[config.mk]
export PLATFORM = sky130hd
export DESIGN_NAME = left_to_right_char_calculator_flat
export DESIGN_NICKNAME = d
export VERILOG_FILES = /design/src/hw/rtl/lrc_pkg.sv /design/src/hw/rtl/lrc_if.sv /design/src/hw/rtl/lrc_muldiv.sv /design/src/hw/rtl/left_to_right_char_calculator.sv /design/src/flat_wrapper.sv
export SDC_FILE = /design/constraint.sdc
export NUM_CORES = 1
export LEC_CHECK = 0
export BUFFER_PORTS_ARGS = -buffer_cell sky130_fd_sc_hd__buf_4
export CORE_MARGIN = 3
export CORE_UTILIZATION = 45
export DETAILED_ROUTE_END_ITERATION = 12
export GPL_TIMING_DRIVEN = 0
export PLACE_DENSITY_LB_ADDON = 0.15
export SETUP_SLACK_MARGIN = 0.1
export SLEW_MARGIN = 20
export SYNTH_ARGS = -nofsm -noshare
export SYNTH_HDL_FRONTEND = slang
export SYNTH_SLANG_ARGS = --single-unit
export TNS_END_PERCENT = 30
[constraint.sdc]
create_clock -name clk -period 16.9 [get_ports clk]
set_input_delay 1.69 -clock clk [delete_from_list [all_inputs] [get_ports clk]]
set_output_delay 1.69 -clock clk [all_outputs]
set_load 0.05 [all_outputs]
[src/hw/rtl/lrc_pkg.sv]
// lrc_pkg: shared types and constants for the left-to-right character calculator
// used by the interfaces, the iterative multiply/divide unit, the top level and the checker
`timescale 1ns / 1ps

package lrc_pkg;

  localparam int VALUE_WIDTH = 32;
  localparam int CNT_W       = $clog2(VALUE_WIDTH);
  localparam int RESULT_W    = 32;

  typedef logic [VALUE_WIDTH-1:0]       value_t;
  typedef logic [CNT_W-1:0]             cnt_t;
  typedef logic signed [RESULT_W-1:0]   result_t;

  localparam cnt_t CNT_LAST = cnt_t'(VALUE_WIDTH - 1);

  // ascii codes
  localparam logic [7:0] CH_PLUS  = 8'h2B;
  localparam logic [7:0] CH_MINUS = 8'h2D;
  localparam logic [7:0] CH_STAR  = 8'h2A;
  localparam logic [7:0] CH_SLASH = 8'h2F;
  localparam logic [7:0] CH_ZERO  = 8'h30;
  localparam logic [7:0] CH_NINE  = 8'h39;

  typedef enum logic [1:0] {
    OP_ADD = 2'd0,
    OP_SUB = 2'd1,
    OP_MUL = 2'd2,
    OP_DIV = 2'd3
  } op_t;

  // request from the sequencer to the shared multiply/divide unit
  typedef struct packed {
    logic start;
    logic is_div;
  } mdu_req_t;

endpackage

[src/hw/rtl/lrc_if.sv]
// lrc_if: valid/ready channel interfaces for characters in and results out
// depends on lrc_pkg for the result type
`timescale 1ns / 1ps

interface lrc_in_if;
  logic       valid;
  logic       ready;
  logic [7:0] symbol;
  logic       end_of_expr;

  modport source (output valid, output symbol, output end_of_expr, input ready);
  modport sink   (input valid, input symbol, input end_of_expr, output ready);
endinterface

interface lrc_out_if;
  logic             valid;
  logic             ready;
  lrc_pkg::result_t value;
  logic             div_by_zero;

  modport source (output valid, output value, output div_by_zero, input ready);
  modport sink   (input valid, input value, input div_by_zero, output ready);
endinterface

[src/hw/rtl/lrc_muldiv.sv]
// lrc_muldiv: iterative shift-add multiplier and restoring signed divider sharing one adder
// one bit per cycle; depends on lrc_pkg
`timescale 1ns / 1ps

module lrc_muldiv (
  input  logic              clk,
  input  logic              rst_n,
  input  lrc_pkg::mdu_req_t req,
  input  lrc_pkg::value_t   opa,
  input  lrc_pkg::value_t   opb,
  output logic              done,
  output lrc_pkg::value_t   result
);

  localparam int VW = lrc_pkg::VALUE_WIDTH;

  typedef enum logic [2:0] {
    M_IDLE = 3'b001,
    M_RUN  = 3'b010,
    M_FIX  = 3'b100
  } mstate_t;

  mstate_t         state_r, state_nxt;
  lrc_pkg::cnt_t   cnt_r, cnt_nxt;
  lrc_pkg::value_t rem_r, rem_nxt;
  lrc_pkg::value_t quo_r, quo_nxt;
  lrc_pkg::value_t dvs_r, dvs_nxt;
  lrc_pkg::value_t res_r, res_nxt;
  logic            is_div_r, is_div_nxt;
  logic            neg_r, neg_nxt;
  logic            done_r, done_nxt;

  logic [VW+1:0]   add_x, add_y, add_sum;
  logic            add_inv;
  logic            ge;
  lrc_pkg::value_t abs_a, abs_b;

  assign abs_a = opa[VW-1] ? (~opa + lrc_pkg::value_t'(1)) : opa;
  assign abs_b = opb[VW-1] ? (~opb + lrc_pkg::value_t'(1)) : opb;

  // the one shared adder: subtract for a divide trial, add for a multiply step
  always_comb begin
    if (is_div_r) begin
      add_x   = {1'b0, rem_r, quo_r[VW-1]};
      add_y   = {2'b00, dvs_r};
      add_inv = 1'b1;
    end else begin
      add_x   = {2'b00, rem_r};
      add_y   = {2'b00, dvs_r & {VW{quo_r[0]}}};
      add_inv = 1'b0;
    end
    add_sum = add_x + (add_inv ? ~add_y : add_y) + {{(VW+1){1'b0}}, add_inv};
  end

  assign ge = ~add_sum[VW+1];

  always_comb begin
    state_nxt  = state_r;
    cnt_nxt    = cnt_r;
    rem_nxt    = rem_r;
    quo_nxt    = quo_r;
    dvs_nxt    = dvs_r;
    res_nxt    = res_r;
    is_div_nxt = is_div_r;
    neg_nxt    = neg_r;
    done_nxt   = 1'b0;
    case (state_r)
      M_IDLE: begin
        if (req.start) begin
          is_div_nxt = req.is_div;
          rem_nxt    = '0;
          cnt_nxt    = lrc_pkg::CNT_LAST;
          state_nxt  = M_RUN;
          if (req.is_div) begin
            quo_nxt = abs_a;
            dvs_nxt = abs_b;
            neg_nxt = opa[VW-1] ^ opb[VW-1];
          end else begin
            quo_nxt = opb;
            dvs_nxt = opa;
            neg_nxt = 1'b0;
          end
        end
      end
      M_RUN: begin
        if (is_div_r) begin
          rem_nxt = ge ? add_sum[VW-1:0] : {rem_r[VW-2:0], quo_r[VW-1]};
          quo_nxt = {quo_r[VW-2:0], ge};
        end else begin
          rem_nxt = add_sum[VW-1:0];
          dvs_nxt = {dvs_r[VW-2:0], 1'b0};
          quo_nxt = {1'b0, quo_r[VW-1:1]};
        end
        cnt_nxt = cnt_r - lrc_pkg::cnt_t'(1);
        if (cnt_r == '0) begin
          state_nxt = M_FIX;
        end
      end
      M_FIX: begin
        if (is_div_r) begin
          res_nxt = neg_r ? (~quo_r + lrc_pkg::value_t'(1)) : quo_r;
        end else begin
          res_nxt = rem_r;
        end
        done_nxt  = 1'b1;
        state_nxt = M_IDLE;
      end
      default: begin
        state_nxt = M_IDLE;
      end
    endcase
  end

  always_ff @(posedge clk) begin
    if (!rst_n) begin
      state_r <= M_IDLE;
      done_r  <= 1'b0;
    end else begin
      state_r <= state_nxt;
      done_r  <= done_nxt;
    end
    cnt_r    <= cnt_nxt;
    rem_r    <= rem_nxt;
    quo_r    <= quo_nxt;
    dvs_r    <= dvs_nxt;
    res_r    <= res_nxt;
    is_div_r <= is_div_nxt;
    neg_r    <= neg_nxt;
  end

  assign done   = done_r;
  assign result = res_r;

endmodule

[src/hw/rtl/left_to_right_char_calculator.sv]
// left_to_right_char_calculator: character sequencer, accumulator and output register
// depends on lrc_pkg, lrc_if and lrc_muldiv
`timescale 1ns / 1ps
//
// Usage: in_ch carries one ASCII character per transaction (symbol, end_of_expr).
// Digits build the operand, + - * / apply the pending operator to the accumulator
// strictly left to right, anything else is ignored. The transaction with
// end_of_expr set closes the expression; one result transaction (value,
// div_by_zero) follows on out_ch, and the block starts a fresh expression.
// A digit or ignored character is taken while idle; an operator applies the pending
// operator: + or - in the accumulator, * or / in the shared one-bit-per-cycle unit
// (accept, load, a step per operand bit, sign fix, hand-back and write-back); a zero
// divisor sets the error flag instead. Closing an expression adds an operand application
// and a result load, twice if the last character is an operator. in_ch.ready is low while
// an item is being worked on. The result sits in an output register; if out_ch
// stalls, the next expression is still accepted and computed, and only its own
// result waits until the register is free. Reset (rst_n low, synchronous) clears
// the accumulator, operands and error flag and empties the output register.

module left_to_right_char_calculator (
  input  logic             clk,
  input  logic             rst_n,
  lrc_in_if.sink           in_ch,
  lrc_out_if.source        out_ch
);

  typedef enum logic [4:0] {
    S_IDLE  = 5'b00001,
    S_APPLY = 5'b00010,
    S_BUSY  = 5'b00100,
    S_POST  = 5'b01000,
    S_EMIT  = 5'b10000
  } state_t;

  state_t            state_r, state_nxt;
  lrc_pkg::value_t   acc_r, acc_nxt;
  lrc_pkg::value_t   cur_r, cur_nxt;
  lrc_pkg::value_t   prev_r, prev_nxt;
  lrc_pkg::op_t      pend_r, pend_nxt;
  lrc_pkg::op_t      new_op_r, new_op_nxt;
  logic              has_r, has_nxt;
  logic              err_r, err_nxt;
  logic              opc_r, opc_nxt;
  logic              end_r, end_nxt;
  logic              out_valid_r, out_valid_nxt;
  lrc_pkg::result_t  out_value_r, out_value_nxt;
  logic              out_div_r, out_div_nxt;

  logic              accept;
  logic              is_digit;
  logic              is_oper;
  lrc_pkg::op_t      sym_op;
  lrc_pkg::value_t   operand;
  lrc_pkg::mdu_req_t mdu_req;
  logic              mdu_done;
  lrc_pkg::value_t   mdu_result;

  lrc_muldiv u_lrc_muldiv (
    .clk    (clk),
    .rst_n  (rst_n),
    .req    (mdu_req),
    .opa    (acc_r),
    .opb    (operand),
    .done   (mdu_done),
    .result (mdu_result)
  );

  assign in_ch.ready = (state_r == S_IDLE);
  assign accept      = in_ch.valid && in_ch.ready;
  assign operand     = has_r ? cur_r : prev_r;
  assign is_digit    = in_ch.symbol inside {[lrc_pkg::CH_ZERO:lrc_pkg::CH_NINE]};

  always_comb begin
    is_oper = 1'b1;
    case (in_ch.symbol)
      lrc_pkg::CH_PLUS:  sym_op = lrc_pkg::OP_ADD;
      lrc_pkg::CH_MINUS: sym_op = lrc_pkg::OP_SUB;
      lrc_pkg::CH_STAR:  sym_op = lrc_pkg::OP_MUL;
      lrc_pkg::CH_SLASH: sym_op = lrc_pkg::OP_DIV;
      default: begin
        sym_op  = lrc_pkg::OP_ADD;
        is_oper = 1'b0;
      end
    endcase
  end

  always_comb begin
    state_nxt     = state_r;
    acc_nxt       = acc_r;
    cur_nxt       = cur_r;
    prev_nxt      = prev_r;
    pend_nxt      = pend_r;
    new_op_nxt    = new_op_r;
    has_nxt       = has_r;
    err_nxt       = err_r;
    opc_nxt       = opc_r;
    end_nxt       = end_r;
    out_valid_nxt = out_valid_r && !out_ch.ready;
    out_value_nxt = out_value_r;
    out_div_nxt   = out_div_r;
    mdu_req       = '0;
    case (state_r)
      S_IDLE: begin
        if (accept) begin
          end_nxt = in_ch.end_of_expr;
          if (is_digit) begin
            // times ten as two shifts and an add
            cur_nxt = (cur_r << 3) + (cur_r << 1) + lrc_pkg::value_t'(in_ch.symbol[3:0]);
            has_nxt = 1'b1;
            if (in_ch.end_of_expr) begin
              state_nxt = S_APPLY;
            end
          end else if (is_oper) begin
            new_op_nxt = sym_op;
            opc_nxt    = 1'b1;
            state_nxt  = S_APPLY;
          end else if (in_ch.end_of_expr) begin
            state_nxt = S_APPLY;
          end
        end
      end
      S_APPLY: begin
        prev_nxt = operand;
        cur_nxt  = '0;
        has_nxt  = 1'b0;
        case (pend_r)
          lrc_pkg::OP_ADD: begin
            acc_nxt   = acc_r + operand;
            state_nxt = S_POST;
          end
          lrc_pkg::OP_SUB: begin
            acc_nxt   = acc_r - operand;
            state_nxt = S_POST;
          end
          lrc_pkg::OP_MUL: begin
            mdu_req.start  = 1'b1;
            mdu_req.is_div = 1'b0;
            state_nxt      = S_BUSY;
          end
          default: begin
            if (operand == '0) begin
              err_nxt   = 1'b1;
              acc_nxt   = '0;
              state_nxt = S_POST;
            end else begin
              mdu_req.start  = 1'b1;
              mdu_req.is_div = 1'b1;
              state_nxt      = S_BUSY;
            end
          end
        endcase
      end
      S_BUSY: begin
        if (mdu_done) begin
          acc_nxt   = mdu_result;
          state_nxt = S_POST;
        end
      end
      S_POST: begin
        if (opc_r) begin
          // operator character: its operator becomes pending, then close if last
          pend_nxt  = new_op_r;
          opc_nxt   = 1'b0;
          state_nxt = end_r ? S_APPLY : S_IDLE;
        end else begin
          state_nxt = end_r ? S_EMIT : S_IDLE;
        end
      end
      S_EMIT: begin
        if (!out_valid_r || out_ch.ready) begin
          out_valid_nxt = 1'b1;
          out_value_nxt = err_r ? '0 : lrc_pkg::result_t'($signed(acc_r));
          out_div_nxt   = err_r;
          acc_nxt       = '0;
          cur_nxt       = '0;
          prev_nxt      = '0;
          pend_nxt      = lrc_pkg::OP_ADD;
          has_nxt       = 1'b0;
          err_nxt       = 1'b0;
          end_nxt       = 1'b0;
          state_nxt     = S_IDLE;
        end
      end
      default: begin
        state_nxt = S_IDLE;
      end
    endcase
  end

  always_ff @(posedge clk) begin
    if (!rst_n) begin
      state_r     <= S_IDLE;
      acc_r       <= '0;
      cur_r       <= '0;
      prev_r      <= '0;
      pend_r      <= lrc_pkg::OP_ADD;
      has_r       <= 1'b0;
      err_r       <= 1'b0;
      opc_r       <= 1'b0;
      end_r       <= 1'b0;
      out_valid_r <= 1'b0;
    end else begin
      state_r     <= state_nxt;
      acc_r       <= acc_nxt;
      cur_r       <= cur_nxt;
      prev_r      <= prev_nxt;
      pend_r      <= pend_nxt;
      has_r       <= has_nxt;
      err_r       <= err_nxt;
      opc_r       <= opc_nxt;
      end_r       <= end_nxt;
      out_valid_r <= out_valid_nxt;
    end
    new_op_r    <= new_op_nxt;
    out_value_r <= out_value_nxt;
    out_div_r   <= out_div_nxt;
  end

  assign out_ch.valid       = out_valid_r;
  assign out_ch.value       = out_value_r;
  assign out_ch.div_by_zero = out_div_r;

endmodule

[src/flat_wrapper.sv]
// flat-port wrapper written by rule: the top's interface ports become plain ports
module left_to_right_char_calculator_flat 
  (clk, rst_n, in_ch_valid, in_ch_symbol, in_ch_end_of_expr, in_ch_ready, out_ch_valid, out_ch_value, out_ch_div_by_zero, out_ch_ready);
  lrc_in_if in_ch_i ();
  lrc_out_if out_ch_i ();
  input  logic clk;
  input  logic rst_n;
  input wire logic [$bits(in_ch_i.valid)-1:0] in_ch_valid;
  input wire logic [$bits(in_ch_i.symbol)-1:0] in_ch_symbol;
  input wire logic [$bits(in_ch_i.end_of_expr)-1:0] in_ch_end_of_expr;
  output wire logic [$bits(in_ch_i.ready)-1:0] in_ch_ready;
  output wire logic [$bits(out_ch_i.valid)-1:0] out_ch_valid;
  output wire logic [$bits(out_ch_i.value)-1:0] out_ch_value;
  output wire logic [$bits(out_ch_i.div_by_zero)-1:0] out_ch_div_by_zero;
  input wire logic [$bits(out_ch_i.ready)-1:0] out_ch_ready;
  assign in_ch_i.valid = in_ch_valid;
  assign in_ch_i.symbol = in_ch_symbol;
  assign in_ch_i.end_of_expr = in_ch_end_of_expr;
  assign in_ch_ready = in_ch_i.ready;
  assign out_ch_valid = out_ch_i.valid;
  assign out_ch_value = out_ch_i.value;
  assign out_ch_div_by_zero = out_ch_i.div_by_zero;
  assign out_ch_i.ready = out_ch_ready;
  left_to_right_char_calculator u_core (.clk(clk), .rst_n(rst_n), .in_ch(in_ch_i), .out_ch(out_ch_i));
endmodule
# Word-level counts from Yosys, hierarchy flattened
# Cells that the tools add are included.
[op_classes]
eq_ne = 28
order_cmp = 2
bitwise = 8
addsub = 10
n_reduce_logical = 33
muxes = 71
[ops]
columns = ["operator", "n"]
rows = [
  ["two-way mux 32 bit", 20],
  ["case mux 32 bit (3 select lines)", 3],
  ["case mux 32 bit (2 select lines)", 4],
  ["adder 32 x 1 -> 32 bit, second input constant", 3],
  ["inverter 32 bit", 3],
  ["adder 32 bit", 2],
  ["two-way mux 5 bit", 9],
  ["adder 34 x 1 -> 34 bit", 1],
  ["adder 34 bit", 1],
  ["two-way mux 34 bit", 1],
  ["inverter 34 bit", 1],
  ["two-way mux 33 bit", 1],
  ["adder 32 x 4 -> 32 bit", 1],
  ["bitwise AND 32 bit", 1],
  ["equality test 8 x 6 -> 1 bit, second input constant", 4],
  ["zero test 32 bit", 1],
  ["subtractor 32 bit", 1],
  ["case mux 5 bit (5 select lines)", 1],
  ["case mux 5 bit (2 select lines)", 2],
  ["inequality test 2 bit, second input constant", 9],
  ["AND reduction 4 bit", 4],
  ["two-way mux 1 bit", 14],
  ["AND reduction 3 bit", 4],
  ["two-way mux 2 bit", 5],
  ["other kinds (36)", 56],
]
[totals]
reg_bits = 282
out_inout_bits = 35
in_bits = 13

# Longest topological paths before layout
# Gate-level depths: netlist of the first run.
[logic_depth]
ltp_word = 9
depth_mapped = 27
ltp_nobuf = 19

# Hierarchy
# From an unflattened synthesis of the first run, not the netlist that was laid out.
[unflattened]
hier_cells = 2423
area_unflattened_um2 = 21146.5
[by_module_without_submodules]
columns = ["mod", "area_per_inst_um2", "seq_area_each_um2", "cells_each", "instances"]
rows = [
  ["lrc_muldiv", 10925.5, 4134.0, 1189, 1],
  ["left_to_right_char_calculator", 10221.1, 3213.1, 1234, 1],
]

# Least setup slack after synthesis of the first run
# Ideal clock, no wire load.
[synth_path]
kind = "register -> register"
startpoint = "register u_core.has_r"
endpoint = "register u_core.u_lrc_muldiv.cnt_r[0] (enable)"
path_slack_ns = 8.484
t_arrival_ns = 7.824
period_less_slack_ns = 8.416
t_required_ns = 16.308
path_buffers = 6
path_stages_with_launch = 17
cell_sequence = "dfxtp_1 -> buf_2 -> buf_6 -> buf_2 -> buf_2 -> buf_2 -> buf_1 -> mux2i_1 -> ha_1 -> o21ai_1 -> or3b_1 -> nor2_1 -> nand4_1 -> nor3_2 -> nor2_1 -> nand3b_1 -> o21ai_0"
[synth_via]
elab_chain_len = 7
[synth_lines]
columns = ["item", "line", "rtl"]
rows = [
  ["start, declared", "left_to_right_char_calculator.sv:41", "logic has_r, has_nxt;"],
  ["start signal, assigned", "left_to_right_char_calculator.sv:208", "has_r <= has_nxt;"],
  ["two-way mux 32 bit", "left_to_right_char_calculator.sv:70", "assign operand = has_r ? cur_r : prev_r;"],
  ["zero test 32 bit", "left_to_right_char_calculator.sv:141", "if (operand == '0) begin"],
  ["two-way mux 2 bit", "left_to_right_char_calculator.sv:141", ""],
  ["case mux 2 bit (2 select lines)", "left_to_right_char_calculator.sv:126", "case (pend_r)"],
  ["two-way mux 2 bit", "left_to_right_char_calculator.sv:102", "case (state_r)"],
  ["inequality test 2 x 1 -> 1 bit (no line)", "--", ""],
  ["AND reduction 2 bit (no line)", "--", ""],
  ["end signal, assigned", "lrc_muldiv.sv:122", "cnt_r <= cnt_nxt;"],
  ["end, declared", "lrc_muldiv.sv:24", "lrc_pkg::cnt_t cnt_r, cnt_nxt;"],
]
# No other way between the ends.
# A chain may end at the register's enable or synchronous reset.

# Worst setup path after layout of the first run
[layout_path]
startpoint = "register u_core.has_r"
endpoint = "register u_core.acc_r[31]"
[layout_via]
elab_chain_len = 4
[layout_lines]
columns = ["item", "line", "rtl"]
rows = [
  ["two-way mux 32 bit *", "left_to_right_char_calculator.sv:70", ""],
  ["subtractor 32 bit (tied with other cells)", "left_to_right_char_calculator.sv:132", "acc_nxt = acc_r - operand;"],
  ["case mux 32 bit (3 select lines) / inequality test 4 x 1 -> 1 bit (equally long branches)", "--", ""],
  ["case mux 32 bit (3 select lines) / AND reduction 5 bit (equally long branches)", "--", ""],
  ["end signal, assigned", "left_to_right_char_calculator.sv:204", "acc_r <= acc_nxt;"],
  ["end, declared", "left_to_right_char_calculator.sv:36", "lrc_pkg::value_t acc_r, acc_nxt;"],
]
# Every way passes the cells marked *; elsewhere a longest branch is shown, timed or not.

==> reports/results.md, run 1 <==
| Parameter | Value |
| --- | --- |
| Minimum setup slack among reg-to-reg paths | 9.28 ns |
| # rows | 77 |
| CP required | 17.38 ns |
| Number of buffers on the longest clock path | 3 |
| Cell total after placement | 2978 |
| Top achievable clock speed | 0.131 GHz |
| DRT Wirelength | 68000 µm |
| Post-cts hold buffer count | 0 |
| Cell type contributing the most total cell area after synthesis | edfxtp_1 |
| Slew HR | 19.4% |
| Combinational family with the most area after synthesis | compound AO/OA/AOI/OAI gates |
| Boundary pin count | 48 |
| Fraction of final layout cells sized beyond drive strength 1 | 9.60% |
| Arrival @ worst endpoint | 8.09 ns |
| Post-Synth Simple-Gate Area | 17.3% |
| Hold Violations, Final | 0 |
| Biggest area contributors in the synthesized netlist | edfxtp_1 (25%), dfxtp_1 (11%), ha_1 (7.6%) |
| Result of the run | finished, final reports clean |
| Async S/R FF share, synth | 0% |
| Area growth from synthesis to final layout | 11.9% |
| Finish-stage setup viols | 0 |
| Post-synth top area share | 24.7% |
| Number of resized instances in the post-cts repair step | 0 |
| Flop and latch count out of synthesis | 282 |
| Worst-margin pin slew | 1.17 ns |
| Setup Crit Path Kind | reg2reg |
| Top-count cell post-synth | a21oi_1 |
| Number of flops mapped to enable cells by yosys | 170 |
| Post-synth net total | 2472 |
| Max-Cap Viols | 0 |
| Worst min path class | reg2reg |
| Number of nets in the final layout | 2564 |
| Area of the core region | 0.0448 mm² |
| Num Clock Sinks | 282 |
| Final critical path time including I/O delays and setup | 7.62 ns |
| Antenna-violating nets left | 0 |
| Post-DP HPWL | 54200 µm |
| Mux share of post-synthesis cell area | 7.00% |
| Launching element type of the critical path | flop |
| Syn Std Cell Area | 0.0206 mm² |
| Height of the die | 220 µm |
| Setup repair after global routing missed its margin | no |
| Avg WL per Cell | 22.4 µm |
| Count of buffers inserted at the top-level ports | 47 |
| Critical Path End Type | flop |
| Die extent in x | 220 µm |
| Max VDD drop | 59.4 µV |
| Cell count after synthesis | 2330 |
| Portion of the post-synthesis area used by sequential elements | 35.6% |
| CTS tree | built |
| Final cell count without fillers | 3041 |
| Post-synthesis cell type count | 85 |
| Post CTS Setup Buffer Count | 0 |
| Global Route Usage Sum | 28.0% |
| Weighted congestion at the end of routability-driven global placement | 1.01 |
| Routed via count | 18100 |
| Number of global-route vias before repair | 17200 |
| Synth Area in XOR/XNOR | 8.27% |
| Final Cycle Share | 45.1% |
| H-Tree Level Count | 2 |
| DR DRC count | 0 |
| Synthesis Warnings | 0 |
| Power per unit of standard cell area | 76.3 mW/mm² |
| DR vias/cell | 5.96 |
| Overall overflow remaining after global route | 0 |
| Number of antenna violations at the first check in global routing | 1 |
| Wire length of the first global-routing pass | 103000 µm |
| Maximum number of pins on one net before global-route repair | 33 |
| Floorplan die area | 0.0485 mm² |
| Setup TNS | 0 ns |
| Adder and majority gate portion of the synthesized area | 7.97% |
| PnR Total Power | 1.76 mW |
| Number of violations reported at the end of detailed-routing iteration 0 | 1812 |
| Setup Skew | 0.0186 ns |
| Clock transition time at the flip-flop clock pins of the worst setup and hold paths | 0.06 ns |
| Leakage power of the design | 8.95 nW |
| Avg Inst Size Synth | 8.86 µm² |
| Maximum fanout along the worst path | 10 |
| Most numerous cell types in the synthesized netlist | a21oi_1 (229), nor2_1 (228), nand2_1 (192) |
| Count of final max-slew check failures | 0 |
| Starting utilization of the core area | 46.1% |
| Buffer cell driving the clock tree root | clkbuf_16 |
| Number of buffers inserted during clock tree synthesis | 34 |
| Synth Flop Type | edfxtp_1 |
| Synthesized-area fraction occupied by ao, oa, aoi and oai cells | 20.4% |
| Insertion delay to the later sink of the worst-skew pair | 0.56 ns |
| TritonRoute pass-1 iters | 5 |
[per-stage QoR]
stage	area [µm²]	hold WS (ns)	utilization, %	setup WS [ns]
2_1_floorplan	20600	0.425	-	8.48
3_3_place_gp	21700	0.470	48.5	4.09
3_5_place_dp	21900	0.475	49.0	9.54
4_1_cts	23100	0.482	51.6	9.49
5_1_grt	23100	0.546	51.6	8.92
6_report	23100	0.481	51.6	9.28
[registers in the layout, summed over array words and instances (netlist names), 2 cells and up]
signal,flops
u_core.u_lrc_muldiv.cnt_r,5
u_core.acc_r,32
u_core.state_r,5
u_core.u_lrc_muldiv.quo_r,32
u_core.pend_r,2
u_core.u_lrc_muldiv.result,32
u_core.u_lrc_muldiv.rem_r,32
u_core.prev_r,32
u_core.cur_r,32
u_core.new_op_r,2
u_core.u_lrc_muldiv.state_r,3
u_core.out_ch.value,32
u_core.u_lrc_muldiv.dvs_r,32
[worst paths after layout]
check	startpoint	end	cells after the start
worst max-delay path	u_core.has_r$_SDFFE_PN0P_	u_core.acc_r[31]$_SDFFE_PN0P_	27
worst min-delay path	u_core.cur_r[31]$_SDFFE_PN0P_	u_core.cur_r[31]$_SDFFE_PN0P_	2
worst max register to register	u_core.has_r$_SDFFE_PN0P_	u_core.acc_r[31]$_SDFFE_PN0P_	27
worst min register to register	u_core.cur_r[31]$_SDFFE_PN0P_	u_core.cur_r[31]$_SDFFE_PN0P_	2
[kinds of logic (layout without fill, tap and decap cells)]
| kind of cell | count (synthesis) | in the layout |
|---|---|---|
| AO/OA/AOI/OAI | 677 | 677 |
| adder cells (fa/ha/maj) | 129 | 129 |
| XOR/XNOR | 195 | 195 |
| buffers and inverters | 175 | 293 |
| other | 0 | 1 |
| multiplexers | 136 | 136 |
| flip-flops | 282 | 282 |
| AND/OR/NAND/NOR | 736 | 736 |
[routing by layer]
metal	up-vias	share of wire, %	GRT usage, %
li1	8720	-	-
met1	8678	47	40.1
met2	627	44	43.3
met3	88	6.8	4.48
met4	0	3.0	8.78
met5	-	0	0
[layout make-up]
type / instances / area (µm²)
Buffer: 136 / 559
Fill cell: 4220 / 21700
Clock buffer: 51 / 1070
Antenna cell: 1 / 2.50
Multi-Input combinational cell: 1873 / 12600
Clock inverter: 11 / 81.3
Sequential cell: 282 / 7350
Tap cell: 592 / 741
Inverter: 39 / 146
Timing Repair Buffer: 56 / 513
[layout by cell type, fill, tap and decap left out, types with 21 or more instances in the layout]
master and instances:
xor2_1 95, a21o_1 45, a31oi_1 21, o22ai_1 26, nand2_1 192, buf_2 23
a22oi_1 37, edfxtp_1 170, nor2_1 228, mux2_2 64, inv_1 37, ha_1 125
and2_1 39, nand3_1 32, clkbuf_16 39, o21ai_0 130, nor3_1 38, buf_4 52
xnor2_1 100, a21oi_1 228, o211ai_1 33, mux2i_1 69, clkbuf_1 110, a211oi_1 22
nand2b_1 24, dfxtp_1 112, nor2b_1 72
[worst max-delay path, cell delays in order, from the launching register on]
cell and delay, ns:
dfxtp_1 0.31, buf_2 0.24, buf_6 0.19, buf_2 0.29
buf_2 0.34, buf_2 0.34, buf_1 0.65, mux2i_1 0.64
ha_1 0.35, o21ai_1 0.15, or3b_1 0.48, nor2_1 0.17
and3_1 0.20, clkbuf_1 0.37, a31oi_1 0.17, xor2_1 0.20
ha_1 0.32, clkbuf_1 0.20, a21o_1 0.24, a21o_1 0.17
a21oi_1 0.35, o21ai_0 0.14, a21o_1 0.20, a21oi_1 0.23
nand4_1 0.13, o311a_1 0.15, and3_1 0.18, a21oi_1 0.13
[power breakdown]
part | internal (mW) | total, mW | switching, mW
clock | 0.454 | 0.755 | 0.301
sequential | 0.728 | 0.741 | 0.0131
combinational | 0.117 | 0.266 | 0.148
total | 1.30 | 1.76 | 0.463
Note: power is estimated with default switching activity, not from simulation.
==> run 2: changes to the inputs <==
--- a/config.mk
+++ b/config.mk
@@ -5,6 +5,7 @@
 export SDC_FILE = /design/constraint.sdc
 export NUM_CORES = 1
 export LEC_CHECK = 0
+export ABC_AREA = 1
 export BUFFER_PORTS_ARGS = -buffer_cell sky130_fd_sc_hd__buf_4
 export CORE_MARGIN = 3
 export CORE_UTILIZATION = 45
==> constraint.sdc (replaced) <==
create_clock -name clk -period 7.9 [get_ports clk]
set_input_delay 0.79 -clock clk [delete_from_list [all_inputs] [get_ports clk]]
set_output_delay 0.79 -clock clk [all_outputs]
set_load 0.05 [all_outputs]
==> run 2 against run 1 <==
- non-clock buffer count shrank 5
- core utilization shrank 1.2 points
- flip-flop and latch count is the same
- worst hold slack lost 0.051 ns
- clock skew grew 0.0078 ns
- synthesized area grew 17%
- power grew to 2.7 times the previous value
- worst setup slack lost 6.5 ns
- critical path depth shrank 10
- design area grew 15%
- sequential power grew 110%
- sequential share of layout area shrank 4.2 points
- critical path type unchanged
==> reports/results.md, run 2 <==
| Parameter | Value | Delta |
| --- | --- | --- |
| PnR Total Power | 4.71 mW | +170% |
| Number of buffers on the longest clock path | 3 | unchanged |
| Fraction of power consumed by sequential logic | 33.7% | -8.4 points |
| Cell type contributing the most total cell area after synthesis | edfxtp_1 |  |
| Top-count cell post-synth | nand2_1 |  |
| Boundary pin count | 48 | unchanged |
| Syn Std Cell Area | 0.0242 mm² | +17% |
| Setup Crit Path Kind | reg2reg |  |
| Final critical path time including I/O delays and setup | 5.10 ns | -2.51 ns |
| Post-synth net total | 4018 | +63% |
| CTS tree | built |  |
| Number of global-route vias before repair | 23800 | +38% |
| Slew HR | 32.2% | +13 points |
| Worst Hold Launch | u_core.err_r$_SDFFE_PN0P_ |  |
| Max-Cap Viols | 0 | unchanged |
| CP required | 8.21 ns | -9.17 ns |
| Final Cycle Share | 64.6% | +20 points |
| Most common cell after layout, fill and taps aside | nand2_1 |  |
| Overall overflow remaining after global route | 0 | unchanged |
| Maximum fanout along the worst path | 10 | unchanged |
| Setup repair after global routing missed its margin | no |  |
| Buffer cell driving the clock tree root | clkbuf_16 |  |
| DR vias/cell | 5.60 | -6.0% |
| Minimum setup slack among reg-to-reg paths | 2.80 ns | -6.49 ns |
| Post CTS Setup Buffer Count | 0 | unchanged |
| Setup Skew | 0.0263 ns | +0.00776 ns |
| Post-synthesis cell type count | 49 | -42% |
| Biggest area contributors in the synthesized netlist | edfxtp_1 (21%), nand2_1 (19%), dfxtp_1 (9.3%) |  |
| Number of antenna violations at the first check in global routing | 2 | +1 |
| Area growth from synthesis to final layout | 10.0% |  |
| Insertion delay to the later sink of the worst-skew pair | 0.56 ns | about the same |
| Critical Path End Type | flop |  |
| Number of flops mapped to enable cells by yosys | 170 | unchanged |
| Height of the die | 238 µm | +8.1% |
| TritonRoute pass-1 iters | 6 | +1 |
| Fraction of final layout cells sized beyond drive strength 1 | 4.99% | -4.6 points |
| Switching fraction of total power | 38.6% | +12 points |
| Post-DP HPWL | 79100 µm | +46% |
| Maximum number of pins on one net before global-route repair | 35 | +6.1% |
| Final cell count without fillers | 4680 | +54% |
| Worst-margin pin slew | 1.01 ns | -0.162 ns |
| Routed via count | 26200 | +45% |
| Worst slack at placement | 3.02 ns | -6.52 ns |
| Synthesis Warnings | 0 | unchanged |
| Number of nets in the final layout | 4107 | +60% |
| Wire length of the first global-routing pass | 145000 µm | +40% |
| Post-synth top area share | 21.1% | -3.6 points |
| Result of the run | finished, final reports clean |  |
| DR DRC count | 0 | unchanged |
| Worst Setup Slack, final | 2.80 ns | -6.49 ns |
| Num Clock Sinks | 282 | unchanged |
| Fill cells | 5650 | +34% |
| Number of resized instances in the post-cts repair step | 0 | unchanged |
| Count of buffers inserted at the top-level ports | 47 | unchanged |
| Global Route Usage Sum | 33.6% | +5.6 points |
| Floorplan die area | 0.0566 mm² | +17% |
| Post-cts hold buffer count | 0 | unchanged |
| Most numerous cell types in the synthesized netlist | nand2_1 (1233), nor2_1 (505), inv_1 (451) |  |
| Avg Inst Size Synth | 6.25 µm² | -29% |
| Area of the core region | 0.0529 mm² | +18% |
| Cell count after synthesis | 3876 | +66% |
| Arrival @ worst endpoint | 5.41 ns | -2.68 ns |
| Clock transition time at the flip-flop clock pins of the worst setup and hold paths | 0.07 ns | about the same |
| Flop and latch count out of synthesis | 282 | unchanged |
| Launching element type of the critical path | flop |  |
| Internal power consumption | 2.89 mW | +120% |
| Count of final max-slew check failures | 0 | unchanged |
| Leakage power of the design | 12.7 nW | +42% |
| Post-route core utilization | 50.4% | -1.2 points |
| Power per unit of standard cell area | 177 mW/mm² | +130% |
| Die extent in x | 238 µm | +8.1% |
| Setup TNS | 0 ns | unchanged |
| Avg WL per Cell | 20.7 µm | -7.3% |
| Net switching power figure | 1.81 mW | +290% |
| Number of violations reported at the end of detailed-routing iteration 0 | 3160 | +74% |
| Part of the power in combinational logic | 32.9% | +18 points |
| Max VDD drop | 110 µV | +85% |
| Worst min path class | reg2reg |  |
| Origin of the worst setup path | u_core.u_lrc_muldiv.is_div_r$_DFFE_PP_ |  |
| Synth Flop Type | edfxtp_1 |  |
| # rows | 84 | +9.1% |
| DRT Wirelength | 97000 µm | +43% |
| Weighted congestion at the end of routability-driven global placement | 1.12 | +10% |
| Antenna-violating nets left | 0 | unchanged |
| Clock power frac | 33.5% | -9.4 points |
| Async S/R FF share, synth | 0% | unchanged |
| Finish-stage setup viols | 0 | unchanged |
| Number of buffers inserted during clock tree synthesis | 34 | unchanged |
| Commonest cells after routing, fill and taps aside | nand2_1 (1233), nor2_1 (505), inv_1 (450), a21oi_1 (283), nand3_1 (265) |  |
| Starting utilization of the core area | 45.8% | -0.28 points |
| Top achievable clock speed | 0.196 GHz | +49% |
| Start of the worst register-to-register path | u_core.u_lrc_muldiv.is_div_r$_DFFE_PP_ |  |
| Portion of the post-synthesis area used by sequential elements | 30.4% | -5.2 points |
| Cell total after placement | 4617 | +55% |
| H-Tree Level Count | 2 | unchanged |
| Hold Violations, Final | 0 | unchanged |
-- run 2: changes by cell type after synthesis, moves of 71 or more --
cell	change
nand2_1	+1041
inv_1	+414
nor2_1	+277
nand3_1	+233
o21ai_0	+106
xnor2_1	-82
nor2b_1	-71
-- run 2: cell type report --
type	instances	area (µm²)	area share (%)
tap	688	861	3.23
multi-input combinational	2997	14500	54.3
clock buffer	40	905	3.40
sequential	282	7350	27.6
antenna	1	2.50	0.00940
timing repair buffer	53	462	1.73
inverter	463	1740	6.54
buffer	134	666	2.50
clock inverter	22	178	0.667
-- run 2: logic make-up (layout without fill, tap and decap cells) --
group	after synthesis	in the layout	synth area share [%]
muxes	1	1	0.0414
AOI/OAI and AO/OA	654	654	14.4
xor gates and xnor gates	54	54	1.95
buffers and inverters	597	712	9.95
and+or+nand+nor	2159	2159	36.5
DFF	282	282	30.4
adders and majority gates	129	129	6.79
other	0	1	0
-- run 2: final timing paths --
kind,endpoint,depth (start not counted)
max reg2reg,u_core.u_lrc_muldiv.rem_r[23]$_SDFFCE_PN0P_,17
max,u_core.u_lrc_muldiv.rem_r[23]$_SDFFCE_PN0P_,17
min,u_core.out_ch.div_by_zero$_DFFE_PP_,0
min reg2reg,u_core.out_ch.div_by_zero$_DFFE_PP_,0
-- run 2: worst max-delay path: stages, from the launching register on --
cell	delay, ns
edfxtp_1	0.33
buf_2	0.26
clkbuf_1	0.47
clkbuf_1	0.59
clkbuf_1	0.58
nor2_1	0.29
o21bai_1	0.24
ha_1	0.38
nand3_1	0.10
nor2_1	0.20
nand2_1	0.13
nor2_1	0.20
nand4_1	0.10
nand4_1	0.16
buf_2	0.31
inv_1	0.19
nor2_1	0.21
nor2_1	0.07
-- run 2: power groups by stage --
stage,Combinational [mW],Clock [mW],Sequential [mW]
2_1_floorplan,1.00,0,1.60
3_3_place_gp,1.49,0,1.61
3_5_place_dp,1.49,0,1.62
4_1_cts,1.50,1.58,1.58
5_1_grt,1.69,1.64,1.58
6_report,1.55,1.57,1.59
-- run 2: through the flow --
step | instance area [µm²] | hold slack (ns)
3_5_place_dp | 25500 | 0.414
4_1_cts | 26600 | 0.430
6_report | 26600 | 0.430
2_1_floorplan | 24200 | 0.406
3_3_place_gp | 25400 | 0.414
5_1_grt | 26600 | 0.436
-- run 2: metal layers --
| metal | global-route usage [%] | up-vias | wire length (µm) | share of wire [%] |
|---|---|---|---|---|
| met5 | 0 | - | 0 | 0 |
| met4 | 15.5 | 0 | 5050 | 5.2 |
| met3 | 6.37 | 240 | 9220 | 9.5 |
| met2 | 51.7 | 1270 | 41400 | 43 |
| met1 | 45.7 | 11900 | 41300 | 43 |
| li1 | - | 12800 | - | - |
